--- config.mk ---
export PLATFORM = sky130hd
export DESIGN_NAME = line_sensor_calibrate_classify_unit
export DESIGN_NICKNAME = d
export VERILOG_FILES = /design/src/rtl/core/lscc_pkg.sv /design/src/rtl/core/line_sensor_calibrate_classify_unit.sv
export SDC_FILE = /design/constraint.sdc
export NUM_CORES = 1
export LEC_CHECK = 0
export BUFFER_PORTS_ARGS = -buffer_cell sky130_fd_sc_hd__buf_2
export CORE_MARGIN = 1
export CORE_UTILIZATION = 63
export DETAILED_ROUTE_END_ITERATION = 8
export PLACE_DENSITY_LB_ADDON = 0.25
export SYNTH_ARGS = -nofsm -noshare
export SYNTH_HDL_FRONTEND = slang
export SYNTH_SLANG_ARGS = --single-unit
--- constraint.sdc ---
create_clock -name clock -period 4.5 [get_ports clock]
set_clock_uncertainty 0.15 [all_clocks]
set_input_delay 0.45 -clock clock [delete_from_list [all_inputs] [get_ports clock]]
set_output_delay 0.45 -clock clock [all_outputs]
set_load 0.1 [all_outputs]
--- src/rtl/core/lscc_pkg.sv ---
`timescale 1ns / 1ps
// ----------------------------------------------------------------------------
// Line sensor calibrate/classify - shared package
// Field widths, command and decision codes, and request/response types.
// ----------------------------------------------------------------------------
package lscc_pkg;

   localparam int SAMPLE_BITS       = 10;
   localparam int LEVEL_SCALE_DEF   = 100;
   localparam int LEVEL_W           = 7;
   localparam int NUM_PAIRS         = 3;

   localparam logic [LEVEL_W-1:0] THRESH_RESET = 7'd50;

   localparam logic [1:0] CMD_CAL      = 2'd0;
   localparam logic [1:0] CMD_CLASSIFY = 2'd1;
   localparam logic [1:0] CMD_CLEAR    = 2'd2;

   localparam logic [1:0] DEC_NONE  = 2'd0;
   localparam logic [1:0] DEC_LEFT  = 2'd1;
   localparam logic [1:0] DEC_RIGHT = 2'd2;
   localparam logic [1:0] DEC_BOTH  = 2'd3;

   typedef struct packed {
      logic [1:0]             cmd;
      logic [1:0]             sensor_pair;
      logic [SAMPLE_BITS-1:0] left_sample;
      logic [SAMPLE_BITS-1:0] right_sample;
   } req_type;

   typedef struct packed {
      logic [1:0]         decision;
      logic [LEVEL_W-1:0] left_level;
      logic [LEVEL_W-1:0] right_level;
      logic               span_zero;
   } rsp_type;

endpackage

--- src/rtl/core/line_sensor_calibrate_classify_unit.sv ---
`timescale 1ns / 1ps
// ----------------------------------------------------------------------------
// Line sensor calibrate/classify unit
// Keeps running min/max per sensor channel and maps readings to a percent
// level through one shared multiply and restoring divide sequencer.
// ----------------------------------------------------------------------------
// Requests other than a classify of a valid pair go from idle through the
// response state and back to idle. For a classify request, each of the two
// channels in turn goes through load, multiply, range check, 7 restoring
// divide steps and a store on the same shared datapath; then the response
// is formed and the unit returns to idle. A channel with a zero span, or
// whose level is 128 or more, skips the 7 divide steps. req_stall is high
// while a request is in work. A finished response sits in an output register,
// so the next request is taken while it waits; a request that finishes while
// the previous response is still stalled holds in the response state until
// that response is taken.
module line_sensor_calibrate_classify_unit #(
   parameter int LEVEL_SCALE = lscc_pkg::LEVEL_SCALE_DEF
) (
   input  logic                              clock,
   input  logic                              reset,
   input  logic                              req_valid,
   output logic                              req_stall,
   input  lscc_pkg::req_type                 req_data,
   output logic                              rsp_valid,
   input  logic                              rsp_stall,
   output lscc_pkg::rsp_type                 rsp_data,
   input  logic                              csr_wr_en,
   input  logic [lscc_pkg::LEVEL_W-1:0]      csr_wr_data
);
   import lscc_pkg::*;

   localparam int SB       = SAMPLE_BITS;
   localparam int SCALE_W  = $clog2(LEVEL_SCALE + 1);
   localparam int NUM_W    = SB + SCALE_W;
   localparam int DEN_W    = SB + LEVEL_W;
   localparam int CMP_W    = (NUM_W > DEN_W) ? NUM_W : DEN_W;
   localparam int STEP_W   = $clog2(LEVEL_W);
   localparam int Q_W      = LEVEL_W + 1;
   localparam logic [LEVEL_W-1:0] LEVEL_SAT =
      LEVEL_W'((LEVEL_SCALE > 127) ? 127 : LEVEL_SCALE);
   localparam logic [STEP_W-1:0] STEP_LAST = STEP_W'(LEVEL_W - 1);

   localparam logic [2:0] ST_IDLE = 3'd0;
   localparam logic [2:0] ST_LOAD = 3'd1;
   localparam logic [2:0] ST_MUL  = 3'd2;
   localparam logic [2:0] ST_CHK  = 3'd3;
   localparam logic [2:0] ST_DIV  = 3'd4;
   localparam logic [2:0] ST_SIDE = 3'd5;
   localparam logic [2:0] ST_FIN  = 3'd6;

   logic [2:0]         state_ff, state_in;
   req_type            req_ff, req_in;
   logic               cls_ff, cls_in;
   logic               side_ff, side_in;
   logic [LEVEL_W-1:0] thresh_ff, thresh_in;

   logic [SB-1:0] max_l_ff [NUM_PAIRS], max_l_in [NUM_PAIRS];
   logic [SB-1:0] max_r_ff [NUM_PAIRS], max_r_in [NUM_PAIRS];
   logic [SB-1:0] min_l_ff [NUM_PAIRS], min_l_in [NUM_PAIRS];
   logic [SB-1:0] min_r_ff [NUM_PAIRS], min_r_in [NUM_PAIRS];

   logic [SB-1:0]     diff_mag_ff, diff_mag_in;
   logic [SB-1:0]     span_mag_ff, span_mag_in;
   logic              sign_ff, sign_in;
   logic              zero_ff, zero_in;
   logic [CMP_W-1:0]  rem_ff, rem_in;
   logic [CMP_W-1:0]  div_ff, div_in;
   logic [STEP_W-1:0] step_ff, step_in;
   logic [Q_W-1:0]    q_ff, q_in;

   logic [Q_W-1:0] lvl_l_ff, lvl_l_in;
   logic           neg_l_ff, neg_l_in;
   logic [Q_W-1:0] lvl_r_ff, lvl_r_in;
   logic           neg_r_ff, neg_r_in;
   logic           span_any_ff, span_any_in;

   logic    rsp_valid_ff, rsp_valid_in;
   rsp_type rsp_ff, rsp_in;

   logic             accept;
   logic [1:0]       pidx;
   logic [SB-1:0]    x_sel, lo_sel, hi_sel;
   logic [SB:0]      diff, span;
   logic [NUM_W-1:0] prod;
   logic [CMP_W-1:0] den_top;
   logic             q_bit;
   logic             neg_now;
   logic [Q_W-1:0]   thr_ext;
   logic             lgt, llt, rgt, rlt;
   logic [1:0]       dec;

   assign req_stall = (state_ff != ST_IDLE);
   assign accept    = req_valid && !req_stall;
   assign rsp_valid = rsp_valid_ff;
   assign rsp_data  = rsp_ff;
   assign pidx      = req_ff.sensor_pair;

   always_comb begin
      state_in    = state_ff;
      req_in      = req_ff;
      cls_in      = cls_ff;
      side_in     = side_ff;
      thresh_in   = thresh_ff;
      max_l_in    = max_l_ff;
      max_r_in    = max_r_ff;
      min_l_in    = min_l_ff;
      min_r_in    = min_r_ff;
      diff_mag_in = diff_mag_ff;
      span_mag_in = span_mag_ff;
      sign_in     = sign_ff;
      zero_in     = zero_ff;
      rem_in      = rem_ff;
      div_in      = div_ff;
      step_in     = step_ff;
      q_in        = q_ff;
      lvl_l_in    = lvl_l_ff;
      neg_l_in    = neg_l_ff;
      lvl_r_in    = lvl_r_ff;
      neg_r_in    = neg_r_ff;
      span_any_in = span_any_ff;
      rsp_valid_in = rsp_valid_ff;
      rsp_in      = rsp_ff;

      x_sel   = side_ff ? req_ff.right_sample : req_ff.left_sample;
      lo_sel  = side_ff ? min_r_ff[pidx] : min_l_ff[pidx];
      hi_sel  = side_ff ? max_r_ff[pidx] : max_l_ff[pidx];
      diff    = {1'b0, x_sel} - {1'b0, lo_sel};
      span    = {1'b0, hi_sel} - {1'b0, lo_sel};
      prod    = NUM_W'(diff_mag_ff) * NUM_W'(LEVEL_SCALE);
      den_top = CMP_W'(span_mag_ff) << LEVEL_W;
      q_bit   = (rem_ff >= div_ff);
      neg_now = sign_ff && (q_ff != '0);

      thr_ext = {1'b0, thresh_ff};
      lgt = !neg_l_ff && (lvl_l_ff > thr_ext);
      llt = neg_l_ff || (lvl_l_ff < thr_ext);
      rgt = !neg_r_ff && (lvl_r_ff > thr_ext);
      rlt = neg_r_ff || (lvl_r_ff < thr_ext);
      if (lgt && rlt) begin
         dec = DEC_LEFT;
      end else if (rgt && llt) begin
         dec = DEC_RIGHT;
      end else if (lgt && rgt) begin
         dec = DEC_BOTH;
      end else begin
         dec = DEC_NONE;
      end

      if (csr_wr_en) begin
         thresh_in = csr_wr_data;
      end

      if (rsp_valid_ff && !rsp_stall) begin
         rsp_valid_in = 1'b0;
      end

      case (state_ff)
         ST_IDLE: begin
            if (accept) begin
               req_in      = req_data;
               side_in     = 1'b0;
               span_any_in = 1'b0;
               cls_in      = (req_data.cmd == CMD_CLASSIFY) &&
                             (req_data.sensor_pair < 2'(NUM_PAIRS));
               if ((req_data.cmd == CMD_CAL) &&
                   (req_data.sensor_pair < 2'(NUM_PAIRS))) begin
                  if (max_l_ff[req_data.sensor_pair] < req_data.left_sample)
                     max_l_in[req_data.sensor_pair] = req_data.left_sample;
                  if (min_l_ff[req_data.sensor_pair] > req_data.left_sample)
                     min_l_in[req_data.sensor_pair] = req_data.left_sample;
                  if (max_r_ff[req_data.sensor_pair] < req_data.right_sample)
                     max_r_in[req_data.sensor_pair] = req_data.right_sample;
                  if (min_r_ff[req_data.sensor_pair] > req_data.right_sample)
                     min_r_in[req_data.sensor_pair] = req_data.right_sample;
               end
               if (req_data.cmd == CMD_CLEAR) begin
                  for (int i = 0; i < NUM_PAIRS; i++) begin
                     max_l_in[i] = '0;
                     max_r_in[i] = '0;
                     min_l_in[i] = '1;
                     min_r_in[i] = '1;
                  end
               end
               if ((req_data.cmd == CMD_CLASSIFY) &&
                   (req_data.sensor_pair < 2'(NUM_PAIRS))) begin
                  state_in = ST_LOAD;
               end else begin
                  state_in = ST_FIN;
               end
            end
         end
         ST_LOAD: begin
            diff_mag_in = diff[SB] ? SB'(~diff + 1'b1) : diff[SB-1:0];
            span_mag_in = span[SB] ? SB'(~span + 1'b1) : span[SB-1:0];
            sign_in     = diff[SB] ^ span[SB];
            zero_in     = (span == '0);
            state_in    = ST_MUL;
         end
         ST_MUL: begin
            rem_in   = CMP_W'(prod);
            state_in = ST_CHK;
         end
         ST_CHK: begin
            if (zero_ff) begin
               q_in     = '0;
               state_in = ST_SIDE;
            end else if (rem_ff >= den_top) begin
               // quotient beyond any level or threshold
               q_in     = Q_W'(1) << LEVEL_W;
               state_in = ST_SIDE;
            end else begin
               q_in     = '0;
               div_in   = CMP_W'(span_mag_ff) << (LEVEL_W - 1);
               step_in  = STEP_LAST;
               state_in = ST_DIV;
            end
         end
         ST_DIV: begin
            if (q_bit) begin
               rem_in = rem_ff - div_ff;
            end
            q_in   = {q_ff[Q_W-2:0], q_bit};
            div_in = div_ff >> 1;
            if (step_ff == '0) begin
               state_in = ST_SIDE;
            end else begin
               step_in = step_ff - 1'b1;
            end
         end
         ST_SIDE: begin
            span_any_in = span_any_ff | zero_ff;
            if (!side_ff) begin
               lvl_l_in = q_ff;
               neg_l_in = neg_now;
               side_in  = 1'b1;
               state_in = ST_LOAD;
            end else begin
               lvl_r_in = q_ff;
               neg_r_in = neg_now;
               state_in = ST_FIN;
            end
         end
         ST_FIN: begin
            if (!rsp_valid_ff || !rsp_stall) begin
               rsp_valid_in = 1'b1;
               rsp_in       = '0;
               if (cls_ff) begin
                  rsp_in.decision    = dec;
                  rsp_in.left_level  = neg_l_ff ? '0 :
                     ((lvl_l_ff > Q_W'(LEVEL_SAT)) ? LEVEL_SAT : lvl_l_ff[LEVEL_W-1:0]);
                  rsp_in.right_level = neg_r_ff ? '0 :
                     ((lvl_r_ff > Q_W'(LEVEL_SAT)) ? LEVEL_SAT : lvl_r_ff[LEVEL_W-1:0]);
                  rsp_in.span_zero   = span_any_ff;
               end
               state_in = ST_IDLE;
            end
         end
         default: begin
            state_in = ST_IDLE;
         end
      endcase
   end

   always_ff @(posedge clock) begin
      if (reset) begin
         state_ff     <= ST_IDLE;
         rsp_valid_ff <= 1'b0;
         thresh_ff    <= THRESH_RESET;
         for (int i = 0; i < NUM_PAIRS; i++) begin
            max_l_ff[i] <= '0;
            max_r_ff[i] <= '0;
            min_l_ff[i] <= '1;
            min_r_ff[i] <= '1;
         end
      end else begin
         state_ff     <= state_in;
         rsp_valid_ff <= rsp_valid_in;
         thresh_ff    <= thresh_in;
         max_l_ff     <= max_l_in;
         max_r_ff     <= max_r_in;
         min_l_ff     <= min_l_in;
         min_r_ff     <= min_r_in;
      end
   end

   always_ff @(posedge clock) begin
      req_ff      <= req_in;
      cls_ff      <= cls_in;
      side_ff     <= side_in;
      diff_mag_ff <= diff_mag_in;
      span_mag_ff <= span_mag_in;
      sign_ff     <= sign_in;
      zero_ff     <= zero_in;
      rem_ff      <= rem_in;
      div_ff      <= div_in;
      step_ff     <= step_in;
      q_ff        <= q_in;
      lvl_l_ff    <= lvl_l_in;
      neg_l_ff    <= neg_l_in;
      lvl_r_ff    <= lvl_r_in;
      neg_r_ff    <= neg_r_in;
      span_any_ff <= span_any_in;
      rsp_ff      <= rsp_in;
   end

endmodule

# --- Yosys cells after proc, flatten, opt, wreduce, memory -nomap -nowiden ---
# Cells that the tools add are included.
totals:
  regBits: 258
  word_cells: 215
  input_bits: 36
  out_inout_bits: 19
classes:
  eq_ne: 15
  n_lt_le_gt_ge: 16
  reduce_logical: 51
  multipliers: 1
  add_sub_neg: 6
  n_mux: 78
  bitwise: 8
ops:
  columns: ["op", "count"]
  rows:
  - ["two-way mux 30 bit", 12]
  - ["two-way mux 10 bit", 22]
  - ["binary-select mux 10 bit (select 2 bit)", 8]
  - ["bitwise mux 30 bit", 4]
  - ["case mux 17 bit (2 select lines)", 2]
  - ["two-way mux 17 bit", 3]
  - [">= comparator 17 bit", 2]
  - ["two-way mux 3 bit", 8]
  - ["subtractor 10 x 10 -> 11 bit", 2]
  - ["case mux 3 bit (7 select lines)", 1]
  - ["adder 10 x 1 -> 10 bit (second input constant)", 2]
  - ["demux 10 bit (select 2 bit)", 1]
  - ["greater-than comparator 10 bit", 2]
  - ["< comparator 10 bit", 2]
  - ["NOT 10 bit", 2]
  - ["AND reduction 4 bit", 5]
  - ["subtractor 17 bit", 1]
  - ["greater-than comparator 8 x 7 -> 1 bit", 2]
  - ["greater-than comparator 8 x 7 -> 1 bit (second input constant)", 2]
  - ["< comparator 8 x 7 -> 1 bit", 2]
  - ["two-way mux 8 bit", 2]
  - ["case mux 8 bit (2 select lines)", 1]
  - ["nonzero test 2 bit", 8]
  - ["multiplier 10 x 5 -> 15 bit (second input constant)", 1]
  - ["31 further kinds", 78]

# --- Longest topological paths before layout ---
logic_depth:
  depth_word: 9
  mapped_depth: 18
  depth_no_buf: 13

# --- Worst setup path before layout ---
# Ideal clock, no wire load.
synth_path:
  path_kind: "register to register"
  startpoint: "register side_ff"
  endpoint: "register zero_ff, data pin"
  setup_slack_ns: 0.399
  synth_period_minus_slack_ns: 4.101
  required_ns: 4.200
  path_stages_with_launch: 16
  t_arrival_ns: 3.801
  path_cell_list: "edfxtp_1 buf_2 clkbuf_1 clkbuf_1 mux4_2 nand2_1 o21ai_0 ha_1 fa_1 nor2b_1 o21ai_1 xnor2_1 or2_1 or3_1 or3_1 nor3_2"
synth_between:
  elab_chain_len: 3
  elab_cells_between_ends: 4
  classes_between: "add/sub (1); mux (2); reduce/logical (1)"
synth_lines:
  columns: ["element", "line", "source"]
  rows:
  - ["from (decl)", "line_sensor_calibrate_classify_unit.sv:55", "logic side_ff, side_in;"]
  - ["from (signal assigned)", "line_sensor_calibrate_classify_unit.sv:290", "side_ff <= side_in;"]
  - ["two-way mux 10 bit (on tied branches)", "line_sensor_calibrate_classify_unit.sv:127, line_sensor_calibrate_classify_unit.sv:126", null]
  - ["subtractor 10 x 10 -> 11 bit (*)", "line_sensor_calibrate_classify_unit.sv:129", "span = {1'b0, hi_sel} - {1'b0, lo_sel};"]
  - ["zero test 11 bit (*)", "line_sensor_calibrate_classify_unit.sv:197", "zero_in = (span == '0);"]
  - ["to (signal assigned)", "line_sensor_calibrate_classify_unit.sv:294", "zero_ff <= zero_in;"]
  - ["to (decl)", "line_sensor_calibrate_classify_unit.sv:66", "logic zero_ff, zero_in;"]
# Every way passes the cells marked *; elsewhere a longest branch is shown, timed or not.
# A chain may end at the register's enable or synchronous reset.

# --- Worst setup path after layout ---
layout_path:
  startpoint: "register req_ff (netlist bit pidx[1])"
  endpoint: "register diff_mag_ff[4], data pin"
layout_between:
  elab_chain_len: 9
  elab_cells_between_ends: 12
  classes_between: "add/sub (2); mux (8); bitwise (2)"
layout_lines:
  columns: ["element", "line", "source"]
  rows:
  - ["from (decl)", "line_sensor_calibrate_classify_unit.sv:53", "req_type req_ff, req_in;"]
  - ["from (signal assigned)", "line_sensor_calibrate_classify_unit.sv:288", "req_ff <= req_in;"]
  - ["NOT 2 -> 3 bit (implied by the code) (*)", "line_sensor_calibrate_classify_unit.sv:126", "lo_sel = side_ff ? min_r_ff[pidx] : min_l_ff[pidx];"]
  - ["binary-select mux 10 bit (select 2 bit)", "line_sensor_calibrate_classify_unit.sv:126", null]
  - ["two-way mux 10 bit (implied by the code) (2 in series)", "line_sensor_calibrate_classify_unit.sv:126", null]
  - ["two-way mux 10 bit (*)", "line_sensor_calibrate_classify_unit.sv:126", null]
  - ["subtractor 10 x 10 -> 11 bit (*)", "line_sensor_calibrate_classify_unit.sv:128", "diff = {1'b0, x_sel} - {1'b0, lo_sel};"]
  - ["NOT 10 bit", "line_sensor_calibrate_classify_unit.sv:194", "diff_mag_in = diff[SB] ? SB'(~diff + 1'b1) : diff[SB-1:0];"]
  - ["adder 10 x 1 -> 10 bit", "line_sensor_calibrate_classify_unit.sv:194", null]
  - ["two-way mux 10 bit (*)", "line_sensor_calibrate_classify_unit.sv:194", null]
  - ["to (signal assigned)", "line_sensor_calibrate_classify_unit.sv:291", "diff_mag_ff <= diff_mag_in;"]
  - ["to (decl)", "line_sensor_calibrate_classify_unit.sv:63", "logic [SB-1:0] diff_mag_ff, diff_mag_in;"]
# Every way passes the cells marked *; elsewhere a longest branch is shown, timed or not. The select of a mux whose other input is x is not followed.

==> flow_summary_export.csv <==
group,metric,value,unit
clocking,cts_max_path_buffers,3,
setup_path,reg2reg_to,"diff_mag_ff[4]$_DFFE_PP_",
final_layout,multi_input_comb_area,7990,um2
clocking,clkTransAtPathRegs,0.07,ns
logic_synthesis,postSynth.topFlopCell,"dfxtp_1",
setup_path,critical_path_arrival,4.28,ns
timing,max_slew.worst_pin.slew,1.11,ns
logic_synthesis,syn-cell-area,15000,um2
logic_synthesis,synth_seq_area_share,42.6,%
final_layout,final_net_count,1653,
place,numPortBuffers,54,
hold_path,timing.hold.worst.class,"input port to register",
setup_path,rrSetupSlack,0.36,ns
clocking,clock_net_sink_count,257,
floorplanning,dieWidth,156,um
setup_path,crit_required,4.64,ns
final_layout,diodes,0,
routing,viasPerCell,6.37,
place,place.detailed.instances,1750,
setup_path,cp-startpoint,"pidx[1]$_DFFE_PP_",
timing,final.min_clock_period,4.14,ns
setup_path,worst-setup-path-type,"register to register",
timing,unrepaired_setup_endpoints_after_global_routing,"no",
logic_synthesis,mappedNetlistNets,1599,
setup_path,timing.rr.start,"pidx[1]$_DFFE_PP_",
job,timing.max_cap.violations,0,
setup_path,critical_path_endpoint,"diff_mag_ff[4]$_DFFE_PP_",
logic_synthesis,number_of_storage_elements_in_the_synthesis_netlist,257,
floorplanning,core_footprint,23400,um2
setup_path,critical_path.max_fanout,11,
timing,setup_total_negative_slack,0,ns
place,final_hpwl_from_detailed_placement,28.7,mm
pwr,power.ir.vdd_worst,0.404,mV
timing,max_freq,242,MHz
routing,drtIter0Drc,1058,
final_layout,final-instance-count-excl-fill,1812,
clocking,cts-buffers-inserted,27,
routing,drt.antenna.violating_nets,0,
timing,timing.final.crit_share,91.9,%
timing,max-slew-margin-rel,25.8,%
logic_synthesis,synth_enable_flop_cells,126,
timing,setup-violations-final,0,
floorplanning,die_area,24500,um2
floorplanning,ios,55,
floorplanning,die_span_in_y,156,um
clocking,clockRootBuffer,"clkbuf_16",
logic_synthesis,synth_warnings,0,
timing,final-max-slew-violation-count,0,
setup_path,critical_path.endpoint_type,"register",
pwr,power-per-cell-area,639,nW/um2
final_layout,synthToLayoutAreaGrowth,11.0,%
global_routing,globalRouteTotalUtil,32.3,%
place,gp_routability_congestion,0.951,
final_layout,final_layout_size_suffix_gt1_share,12.7,%
global_routing,grt_antenna_before_repair,0,
setup_path,worstRegToRegCells,12,
logic_synthesis,postSynthCellCount,1418,
routing,wl_per_cell,21.3,um
setup_path,crit_path_start_kind,"register",
status,status,"completed",
final_layout,fillCellCount,1736,
global_routing,grt_first_pass_wirelength,61.0,mm
clocking,htreeDepth,1,
routing,dr_total_vias,11500,
floorplanning,floorplan.initialDensity,64.2,%
pwr,leakagePower,6.92,nW
timing,finalHoldViolCount,0,
final_layout,seq_area,6410,um2
routing,drt_first_pass_iters,6,
floorplanning,rows,56,
clocking,clock_latency,0.56,ns
global_routing,first_global_vias,11300,
clocking,tritoncts,"done",
logic_synthesis,synthArstFlopShare,0,%
routing,drc,0,
logic_synthesis,avgSynthCellArea,10.6,um2
global_routing,grt_max_degree,47,
logic_synthesis,ys_types,76,
global_routing,grt.overflow.total,0,
routing,detail_route.wirelength,38.7,mm
metal layers:
metal / wire, um / global-route usage, % / vias up / part of all wire, %
li1: - / - / 5428 / -
met1: 15200 / 40.1 / 5503 / 39
met2: 18800 / 56.4 / 503 / 49
met3: 3240 / 5.34 / 111 / 8.4
met4: 1390 / 12.3 / 0 / 3.6
met5: 0 / 0 / - / 0
placed cells by master, fill, tap and decap left out, drive strengths merged, types with 11 or more instances in the layout:
cell,instances
o31ai,11
and3,13
edfxtp,126
a21oi,65
o21ai,101
mux4,20
dfxtp,131
ha,137
nand2,113
nand4,11
xnor2,39
nor3,14
a21o,25
clkbuf,31
nand2b,14
buf,80
a22o,61
xor2,17
mux2i,67
nor2,80
nor2b,14
o32a,60
inv,97
and2,13
logic make-up after synthesis:
group	count (synthesis)	share of synthesized area [%]
AOI/OAI and AO/OA	384	18.6
xor gates and xnor gates	56	3.27
adders and majority gates	145	12.5
buffers and inverters	159	4.31
DFF	257	42.6
muxes	96	8.14
and+or+nand+nor	321	10.6
layout make-up:
cell class                 count  area share [%]
multi-input combinational   1002            47.9
timing repair buffer          87            3.44
clock buffer                  31            4.20
clock inverter                19            1.45
tap                          319            2.39
sequential                   257            38.4
inverter                      97            2.18
cell usage after synthesis, drive strengths merged, types with 4 or more instances:
master  count  share of area [%]
a211oi      5               0.28
and2       13               0.54
o31ai      11               0.77
nand2     113                2.9
mux4       20                3.0
or2         8               0.33
buf        22               0.87
nand4b      4               0.23
xnor2      39                2.3
nand3       8               0.27
a22o       61                3.6
a21oi      65                2.3
xor2       17               0.99
inv        96                2.4
ha        137                 11
o32a       60                4.0
o21a        8               0.40
a21boi      5               0.25
mux2i      67                4.5
or3         6               0.25
a311oi      5               0.29
mux2        9               0.67
fa          8                1.1
and3       13               0.54
o21ai     101                3.4
o211ai      8               0.40
dfxtp     131                 17
clkbuf     40                1.0
nor2b      14               0.58
a21o       25                1.2
nor3       14               0.50
a31oi       5               0.21
nand2b     14               0.63
nor4       10               0.52
edfxtp    126                 25
nor2       80                2.1
nand4      11               0.46
flip-flops by register name, summed over array words and instances, names as in the netlist, 2 cells and up:
register     cells
max_l_ff        30
max_r_ff        30
min_l_ff        30
min_r_ff        30
req_ff          20
rem_ff          17
rsp_data        17
div_ff          16
diff_mag_ff     10
span_mag_ff     10
lvl_l_ff         8
lvl_r_ff         8
q_ff             8
thresh_ff        7
state_ff         3
step_ff          3
pidx             2
worst min-delay path by stage:
stage	start	to	slack, ns	cells after the start
finish	req_data[13]	req_ff[13]$_DFFE_PP_	0.04	1
floorplan	q_ff[7]$_DFFE_PP_	lvl_l_ff[7]$_DFFE_PP_	0.30	0
detailed placement	min_l_ff[16]$_SDFFE_PP1P_	min_l_ff[16]$_SDFFE_PP1P_	0.34	1
global route	req_data[13]	req_ff[13]$_DFFE_PP_	0.05	1
CTS	req_data[13]	req_ff[13]$_DFFE_PP_	0.02	1
global placement	min_l_ff[19]$_SDFFE_PP1P_	min_l_ff[19]$_SDFFE_PP1P_	0.33	1
critical path: stages (launching register included):
cell	delay [ns]
edfxtp_1	0.51
nand2b_1	0.36
o21ai_0	0.47
ha_1	0.27
fa_1	0.24
inv_1	0.07
a21o_1	0.17
a41o_1	0.25
or4_1	0.42
a31o_1	0.23
a21oi_2	0.40
o21ai_1	0.17
xnor2_1	0.16
timing repair:
action	in CTS	in global routing
endpoints found under the hold margin	7	0
gates resized for setup	0	0
setup endpoints to repair	0	12
hold buffers	7	0
buffers inserted	0	5
metrics by stage:
| step | worst slack [ns] | hold WS [ns] | total power [mW] | instance area, um2 | util, % |
|---|---|---|---|---|---|
| after CTS | 0.179 | 0.0243 | 10.6 | 16600 | 71.0 |
| after global routing | 0.0652 | 0.0473 | 11.4 | 16700 | 71.2 |
| after global placement | 0.372 | 0.327 | 8.09 | 15600 | 66.7 |
| final | 0.364 | 0.0415 | 10.7 | 16700 | 71.2 |
| after detailed placement | 0.215 | 0.337 | 8.24 | 15600 | 66.7 |
| after floorplan | 0.399 | 0.297 | 7.17 | 15000 | - |
report_power, final:
group	internal [mW]	switching, mW
combinational	2.05	2.83
sequential	3.14	0.273
clock	1.41	0.951
total	6.60	4.06
Note: power is estimated with default switching activity, not from simulation.
